<file path="src/sv/encoder_velocity_filter_unit_macros.svh">
// Assertion helpers for the encoder velocity filter.
// Both use the clk / rst_n names of the module that includes this file.
`ifndef ENCODER_VELOCITY_FILTER_UNIT_MACROS_SVH
`define ENCODER_VELOCITY_FILTER_UNIT_MACROS_SVH

`ifndef SYNTHESIS

// Same-cycle implication
`define EVF_ASSERT_IMP(lbl, ante, cons, msg) \
    lbl: assert property (@(posedge clk) disable iff (!rst_n) (ante) |-> (cons)) \
        else $error(msg);

// Next-cycle implication
`define EVF_ASSERT_NXT(lbl, ante, cons, msg) \
    lbl: assert property (@(posedge clk) disable iff (!rst_n) (ante) |=> (cons)) \
        else $error(msg);

`else

`define EVF_ASSERT_IMP(lbl, ante, cons, msg)
`define EVF_ASSERT_NXT(lbl, ante, cons, msg)

`endif

`endif

</file>
<file path="src/sv/evf_pkg.sv">
package evf_pkg;

    // Field widths
    localparam int WORD_W    = 16;
    localparam int ANGLE_W   = 14;
    localparam int STEP_W    = 15;
    localparam int CNT_W     = 23;
    localparam int RAD_W     = 21;
    localparam int COEF_W    = 16;
    localparam int CFG_IDX_W = 4;

    // Shared multiplier: signed A times unsigned Q0.16 coefficient
    localparam int MUL_A_W = 24;
    localparam int PROD_W  = MUL_A_W + COEF_W + 1;

    // Register indexes
    localparam logic [CFG_IDX_W-1:0] REG_FILTER_WEIGHT = 4'd0;
    localparam logic [CFG_IDX_W-1:0] REG_RAD_SCALE     = 4'd1;

    // Register reset values
    localparam logic [COEF_W-1:0] FILTER_WEIGHT_RST = 16'd13107;
    localparam logic [COEF_W-1:0] RAD_SCALE_RST     = 16'd25133;

    // Angle wrap limits
    localparam logic signed [WORD_W-1:0] HALF_TURN = 16'sd8192;
    localparam logic signed [WORD_W-1:0] FULL_TURN = 16'sd16384;

    // Sequencer states
    typedef enum logic [2:0] {
        ST_IDLE,
        ST_RAD,
        ST_EMA_C,
        ST_EMA_R,
        ST_UPD_R
    } evf_state_t;

    // Request to the shared multiplier
    typedef struct packed {
        logic                       load;
        logic signed [MUL_A_W-1:0]  a;
        logic [COEF_W-1:0]          b;
    } evf_mul_req_t;

endpackage

</file>
<file path="src/sv/evf_mul.sv">
module evf_mul (
    input  logic                                clk,
    input  evf_pkg::evf_mul_req_t               req,
    output logic signed [evf_pkg::PROD_W-1:0]   prod
);
    import evf_pkg::*;

    logic signed [PROD_W-1:0] prod_reg;
    logic signed [PROD_W-1:0] a_ext;
    logic signed [PROD_W-1:0] b_ext;

    // Operands brought to the product width; the coefficient is unsigned
    assign a_ext = {{(PROD_W-MUL_A_W){req.a[MUL_A_W-1]}}, req.a};
    assign b_ext = {{(PROD_W-COEF_W){1'b0}}, req.b};

    // Registered signed product (24x17 significant bits)
    always_ff @(posedge clk)
    begin
        if (req.load)
        begin
            prod_reg <= a_ext * b_ext;
        end
    end

    assign prod = prod_reg;

endmodule

</file>
<file path="src/sv/encoder_velocity_filter_unit.sv">
// Channel   Dir  Handshake           Payload
// input     in   in_valid/in_stall   sensor_word_one, sensor_word_two
// result    out  out_valid/out_stall angle_*, step_*, speed_counts_*, speed_radians_*
// config    in   cfg_write           cfg_index, cfg_data
//
// A transaction is an accept, then four steps per encoder
// on a single shared 24x17 registered multiplier (rad target, two average updates).
// in_stall is high from accept until the last step finishes.
// Reset (async, active low) zeroes previous angles and averages and loads the
// default weight and scale. A held result (out_valid with out_stall) delays only
// the final step; the result register frees the input side once it is taken.
module encoder_velocity_filter_unit (
    input  logic                                     clk,
    input  logic                                     rst_n,
    input  logic                                     cfg_write,
    input  logic [evf_pkg::CFG_IDX_W-1:0]            cfg_index,
    input  logic [evf_pkg::COEF_W-1:0]               cfg_data,
    input  logic                                     in_valid,
    output logic                                     in_stall,
    input  logic [evf_pkg::WORD_W-1:0]               sensor_word_one,
    input  logic [evf_pkg::WORD_W-1:0]               sensor_word_two,
    output logic                                     out_valid,
    input  logic                                     out_stall,
    output logic [evf_pkg::ANGLE_W-1:0]              angle_one,
    output logic [evf_pkg::ANGLE_W-1:0]              angle_two,
    output logic signed [evf_pkg::STEP_W-1:0]        step_one,
    output logic signed [evf_pkg::STEP_W-1:0]        step_two,
    output logic signed [evf_pkg::CNT_W-1:0]         speed_counts_one,
    output logic signed [evf_pkg::CNT_W-1:0]         speed_counts_two,
    output logic signed [evf_pkg::RAD_W-1:0]         speed_radians_one,
    output logic signed [evf_pkg::RAD_W-1:0]         speed_radians_two
);
    import evf_pkg::*;

    `include "encoder_velocity_filter_unit_macros.svh"

    // Configuration
    logic [COEF_W-1:0] filter_weight_reg;
    logic [COEF_W-1:0] rad_scale_reg;

    // Sequencer
    evf_state_t state_reg, state_next;
    logic       lane_reg, lane_next;

    // Per-encoder state and working values
    logic [ANGLE_W-1:0]        prev_reg  [2];
    logic signed [CNT_W-1:0]   avg_c_reg [2];
    logic signed [RAD_W-1:0]   avg_r_reg [2];
    logic [ANGLE_W-1:0]        angle_reg [2];
    logic signed [STEP_W-1:0]  step_reg  [2];
    logic signed [RAD_W-1:0]   tr_reg;

    // Result register
    logic                      out_valid_reg, out_valid_next;
    logic [ANGLE_W-1:0]        o_angle_reg [2];
    logic signed [STEP_W-1:0]  o_step_reg  [2];
    logic signed [CNT_W-1:0]   o_cnt_reg   [2];
    logic signed [RAD_W-1:0]   o_rad_reg   [2];

    // Datapath wires
    logic                      accept;
    logic                      out_free;
    logic                      load_out;
    logic [ANGLE_W-1:0]        new_angle [2];
    logic signed [STEP_W-1:0]  new_step  [2];
    evf_mul_req_t              mul_req;
    logic signed [PROD_W-1:0]  prod;
    logic signed [MUL_A_W-1:0] prod_q16;
    logic signed [MUL_A_W-1:0] tc;
    logic signed [MUL_A_W-1:0] cnt_sum;
    logic signed [MUL_A_W-1:0] rad_sum;
    logic signed [CNT_W-1:0]   avg_c_new;
    logic signed [RAD_W-1:0]   avg_r_new;
    logic signed [RAD_W-1:0]   tr_sat;

    // Shared multiplier
    evf_mul u_mul (
        .clk  (clk),
        .req  (mul_req),
        .prod (prod)
    );

    // Angle extraction and wrapped difference, both encoders at accept
    function automatic logic signed [STEP_W-1:0] wrap_step(
        input logic [ANGLE_W-1:0] cur,
        input logic [ANGLE_W-1:0] prv
    );
        logic signed [WORD_W-1:0] diff;
        diff = $signed({2'b00, cur}) - $signed({2'b00, prv});
        if (diff > HALF_TURN)
        begin
            diff = diff - FULL_TURN;
        end
        else if (diff < -HALF_TURN)
        begin
            diff = diff + FULL_TURN;
        end
        return diff[STEP_W-1:0];
    endfunction

    assign new_angle[0] = sensor_word_one[WORD_W-1:2];
    assign new_angle[1] = sensor_word_two[WORD_W-1:2];
    assign new_step[0]  = wrap_step(new_angle[0], prev_reg[0]);
    assign new_step[1]  = wrap_step(new_angle[1], prev_reg[1]);

    // Product scaling and averaging adds
    assign prod_q16  = prod[MUL_A_W+15:16];
    assign tc        = {step_reg[lane_reg][STEP_W-1], step_reg[lane_reg], 8'b0};
    assign cnt_sum   = MUL_A_W'(avg_c_reg[lane_reg]) + prod_q16;
    assign rad_sum   = MUL_A_W'(avg_r_reg[lane_reg]) + prod_q16;
    assign avg_c_new = cnt_sum[CNT_W-1:0];
    assign avg_r_new = rad_sum[RAD_W-1:0];

    // Radians target: floor(d * s / 256), saturated to the field width
    always_comb
    begin
        if ((&prod[PROD_W-1:RAD_W+7]) || !(|prod[PROD_W-1:RAD_W+7]))
        begin
            tr_sat = prod[RAD_W+7:8];
        end
        else if (prod[PROD_W-1])
        begin
            tr_sat = {1'b1, {(RAD_W-1){1'b0}}};
        end
        else
        begin
            tr_sat = {1'b0, {(RAD_W-1){1'b1}}};
        end
    end

    assign accept   = in_valid && (state_reg == ST_IDLE);
    assign out_free = !out_valid_reg || !out_stall;

    // Sequencer and multiplier operand selection
    always_comb
    begin
        state_next   = state_reg;
        lane_next    = lane_reg;
        load_out     = 1'b0;
        mul_req.load = 1'b0;
        mul_req.a    = '0;
        mul_req.b    = filter_weight_reg;
        case (state_reg)
            ST_IDLE:
            begin
                if (in_valid)
                begin
                    state_next = ST_RAD;
                    lane_next  = 1'b0;
                end
            end
            ST_RAD:
            begin
                mul_req.load = 1'b1;
                mul_req.a    = MUL_A_W'(step_reg[lane_reg]);
                mul_req.b    = rad_scale_reg;
                state_next   = ST_EMA_C;
            end
            ST_EMA_C:
            begin
                mul_req.load = 1'b1;
                mul_req.a    = tc - MUL_A_W'(avg_c_reg[lane_reg]);
                state_next   = ST_EMA_R;
            end
            ST_EMA_R:
            begin
                mul_req.load = 1'b1;
                mul_req.a    = MUL_A_W'(tr_reg) - MUL_A_W'(avg_r_reg[lane_reg]);
                state_next   = ST_UPD_R;
            end
            ST_UPD_R:
            begin
                if (!lane_reg)
                begin
                    lane_next  = 1'b1;
                    state_next = ST_RAD;
                end
                else if (out_free)
                begin
                    load_out   = 1'b1;
                    lane_next  = 1'b0;
                    state_next = ST_IDLE;
                end
            end
            default:
            begin
                state_next = ST_IDLE;
            end
        endcase
    end

    // Output valid tracking
    always_comb
    begin
        if (load_out)
        begin
            out_valid_next = 1'b1;
        end
        else if (!out_stall)
        begin
            out_valid_next = 1'b0;
        end
        else
        begin
            out_valid_next = out_valid_reg;
        end
    end

    // Control and state registers
    always_ff @(posedge clk or negedge rst_n)
    begin
        if (!rst_n)
        begin
            state_reg         <= ST_IDLE;
            lane_reg          <= 1'b0;
            out_valid_reg     <= 1'b0;
            filter_weight_reg <= FILTER_WEIGHT_RST;
            rad_scale_reg     <= RAD_SCALE_RST;
            prev_reg[0]       <= '0;
            prev_reg[1]       <= '0;
            avg_c_reg[0]      <= '0;
            avg_c_reg[1]      <= '0;
            avg_r_reg[0]      <= '0;
            avg_r_reg[1]      <= '0;
        end
        else
        begin
            state_reg     <= state_next;
            lane_reg      <= lane_next;
            out_valid_reg <= out_valid_next;
            if (cfg_write && (cfg_index == REG_FILTER_WEIGHT))
            begin
                filter_weight_reg <= cfg_data;
            end
            if (cfg_write && (cfg_index == REG_RAD_SCALE))
            begin
                rad_scale_reg <= cfg_data;
            end
            if (accept)
            begin
                prev_reg[0] <= new_angle[0];
                prev_reg[1] <= new_angle[1];
            end
            if (state_reg == ST_EMA_R)
            begin
                avg_c_reg[lane_reg] <= avg_c_new;
            end
            if ((state_reg == ST_UPD_R) && (!lane_reg || out_free))
            begin
                avg_r_reg[lane_reg] <= avg_r_new;
            end
        end
    end

    // Working payload registers
    always_ff @(posedge clk)
    begin
        if (accept)
        begin
            angle_reg[0] <= new_angle[0];
            angle_reg[1] <= new_angle[1];
            step_reg[0]  <= new_step[0];
            step_reg[1]  <= new_step[1];
        end
        if (state_reg == ST_EMA_C)
        begin
            tr_reg <= tr_sat;
        end
    end

    // Result payload register; encoder two's rad average comes straight in
    always_ff @(posedge clk)
    begin
        if (load_out)
        begin
            o_angle_reg[0] <= angle_reg[0];
            o_angle_reg[1] <= angle_reg[1];
            o_step_reg[0]  <= step_reg[0];
            o_step_reg[1]  <= step_reg[1];
            o_cnt_reg[0]   <= avg_c_reg[0];
            o_cnt_reg[1]   <= avg_c_reg[1];
            o_rad_reg[0]   <= avg_r_reg[0];
            o_rad_reg[1]   <= avg_r_new;
        end
    end

    assign in_stall          = (state_reg != ST_IDLE);
    assign out_valid         = out_valid_reg;
    assign angle_one         = o_angle_reg[0];
    assign angle_two         = o_angle_reg[1];
    assign step_one          = o_step_reg[0];
    assign step_two          = o_step_reg[1];
    assign speed_counts_one  = o_cnt_reg[0];
    assign speed_counts_two  = o_cnt_reg[1];
    assign speed_radians_one = o_rad_reg[0];
    assign speed_radians_two = o_rad_reg[1];

    // Checks
    `EVF_ASSERT_NXT(a_accept_starts, accept, (state_reg == ST_RAD) && !lane_reg, "accept did not start encoder one")
    `EVF_ASSERT_NXT(a_finish_presents, (state_reg == ST_UPD_R) && lane_reg && out_free, out_valid && (state_reg == ST_IDLE), "finished transaction not presented")
    `EVF_ASSERT_IMP(a_step_range, out_valid, (step_one >= -15'sd8192) && (step_one <= 15'sd8192) && (step_two >= -15'sd8192) && (step_two <= 15'sd8192), "step outside half turn")
    `EVF_ASSERT_IMP(a_ema_order, state_reg == ST_EMA_C, $past(state_reg) == ST_RAD, "average step out of order")

endmodule
</file>
<file path="config.mk">
export PLATFORM = sky130hd
export DESIGN_NAME = encoder_velocity_filter_unit
export DESIGN_NICKNAME = d
export VERILOG_FILES = /design/src/sv/evf_pkg.sv /design/src/sv/evf_mul.sv /design/src/sv/encoder_velocity_filter_unit.sv
export VERILOG_INCLUDE_DIRS = /design/src /design/src/sv
export SDC_FILE = /design/constraint.sdc
export NUM_CORES = 2
export LEC_CHECK = 0
export BUFFER_PORTS_ARGS = -buffer_cell sky130_fd_sc_hd__buf_2
export CAP_MARGIN = 20
export CORE_ASPECT_RATIO = 1.5
export CORE_MARGIN = 2
export CORE_UTILIZATION = 40
export DETAILED_ROUTE_END_ITERATION = 7
export PLACE_DENSITY = 0.6
export SKIP_LAST_GASP = 1
export SYNTH_ARGS = -nofsm -noshare
export SYNTH_HDL_FRONTEND = slang
export SYNTH_HIERARCHICAL = 1
export SYNTH_SLANG_ARGS = --single-unit
</file>
<file path="constraint.sdc">
create_clock -name clk -period 10.47 [get_ports clk]
set_clock_uncertainty 0.15 [all_clocks]
set_input_delay 1.047 -clock clk [delete_from_list [all_inputs] [get_ports clk]]
set_output_delay 1.047 -clock clk [all_outputs]
set_load 0.01 [all_outputs]
</file>
==> run_results.csv <==
group,metric,value,unit
timing,timing.slew.headroom,27.0,%
drt,ant_nets,0,
critical_path,cp-start-kind,"flip-flop",
drt,wl_per_cell,19.0,um
drt,drt-total-wl,88100,um
placement,hpwlAfterDp,69000,um
finish,final_common_cell,"inv_1",
timing,fin_crit,9.92,ns
finish,n_antenna_cell,0,
grt,grt_overflow,0,
grt,grt_pass1_wl,140000,um
clock_network,cts_tree,"done",
synth,synth_warnings,6,
finish,seqCellArea,0.0116,sq mm
clock_network,cts_max_level,2,
finish,multi_input_area,0.0200,sq mm
synth,syn_area_per_cell,10.4,sq um
clock_network,clk_latency,0.58,ns
critical_path,end_kind,"flip-flop",
timing,grt_setup_unrepaired,"no",
die,die_h,362,um
timing,fmax,101,MHz
grt,gr-usage-all-layers,20.5,%
die,ios,205,
clock_network,cts_hold_buf,0,
die,chipWidth,243,um
run,cap_violations,0,
critical_path,crit_top_cell,"fa_1",
drt,num_vias,23800,
drt,firstDrtPassIters,6,
critical_path,worstPathMaxFanout,19,
timing,fin_crit_sh,94.7,%
status,status,"complete, no violations",
placement,place_congestion,0.906,
finish,final_nets,4125,
die,dieArea,0.0879,sq mm
finish,nFillCells,8166,
worst_hold_path,hp-class,"reg -> reg",
clock_network,path_clk_slew,0.08,ns
critical_path,slowest_delay,0.70,ns
clock_network,numCtsBuffers,40,
drt,via_per_inst,5.13,
finish,area_delta_synth_final,11.4,%
grt,first_global_vias,25100,
timing,tightestPinTransition,1.10,ns
synth,netlist_area,0.0342,sq mm
clock_network,clock_sinks,411,
timing,whs,0.256,ns
grt,antenna_found_initial,2,
clock_network,ctsLongestPathBuffers,3,
placement,buffer_ports.inserted,200,
die,coreArea,0.0849,sq mm
grt,grt_max_degree,95,
die,start_util,40.3,%
timing,finalSetupViolCount,0,
synth,synth_cells,3296,
clock_network,clockRootBuffer,"clkbuf_16",
synth,syn_nets,3945,
critical_path,worstSetupPathType,"reg -> reg",
critical_path,required,10.61,ns
drt,drc,0,
critical_path,slowest_stage,"dfrtp_4",
critical_path,arrival,10.06,ns
die,row_count,131,
drt,initialDrtViolationCount,1164,
finish,layout-drive-gt1-share,12.7,%
finish,most-common-layout-cells,"inv_1, nand2_1, fa_1, edfxtp_1, ha_1",
timing,drv_slew,0,
timing,hold_viol_final,0,
timing,setup-tns-final,0,ns
==> area by class of cell <==
cell class	instances	area share (%)
tap	1130	3.71
sequential	411	30.4
inverter	579	5.72
multi-input combinational	2195	52.6
clock buffer	49	2.85
timing repair buffer	249	3.66
clock inverter	25	1.03
==> worst paths after layout <==
kind / startpoint / end / slack, ns / cells past startpoint
setup / recovery: lane_reg / u_mul/prod[35] / 0.55 / 30
hold / removal: angle_reg[0][7] / o_angle_reg[0][7] / 0.26 / 0
setup reg to reg: lane_reg / u_mul/prod[35] / 0.55 / 30
hold reg to reg: angle_reg[0][7] / o_angle_reg[0][7] / 0.26 / 0
max in group asynchronous: rst_n / filter_weight_reg[14] / 8.11 / 3
min in group asynchronous: rst_n / avg_r_reg[0] / 0.29 / 1
==> critical path: cells and delay by family, from the launching register on <==
| family | cells | cell delay [ns] |
|---|---|---|
| compound gates | 11 | 2.99 |
| xor+xnor | 2 | 0.19 |
| fa+ha+maj | 8 | 3.79 |
| buf+inv | 4 | 0.43 |
| flops | 1 | 0.70 |
| mux | 1 | 0.43 |
| simple gates | 4 | 0.90 |
==> through the flow <==
stage                     util, %  instance area (sq um)  setup slack [ns]  instances
after detailed placement     43.1                  36600             0.434       4563
after CTS                    44.8                  38100             0.355       4637
after global placement       43.1                  36600             0.445       4563
after global routing         44.9                  38100            0.0129       4638
final                        44.9                  38100             0.550       4638
after floorplan                 -                  34200             0.625       3296
==> layer usage <==
metal	track usage, %	vias to the layer above	routed length [um]
li1	-	11100	-
met1	22.7	12000	33100
met2	39.4	513	47900
met3	1.78	194	2730
met4	9.03	2	4250
met5	0	-	10
==> repair_timing <==
| action | in CTS | in global routing |
|---|---|---|
| gates resized for setup | 0 | 0 |
| setup endpoints to repair | 0 | 4 |
| setup buffers | 0 | 1 |
Power is not shown: default switching activity piles up to over one toggle a cycle in this logic, so the estimate is an artifact.
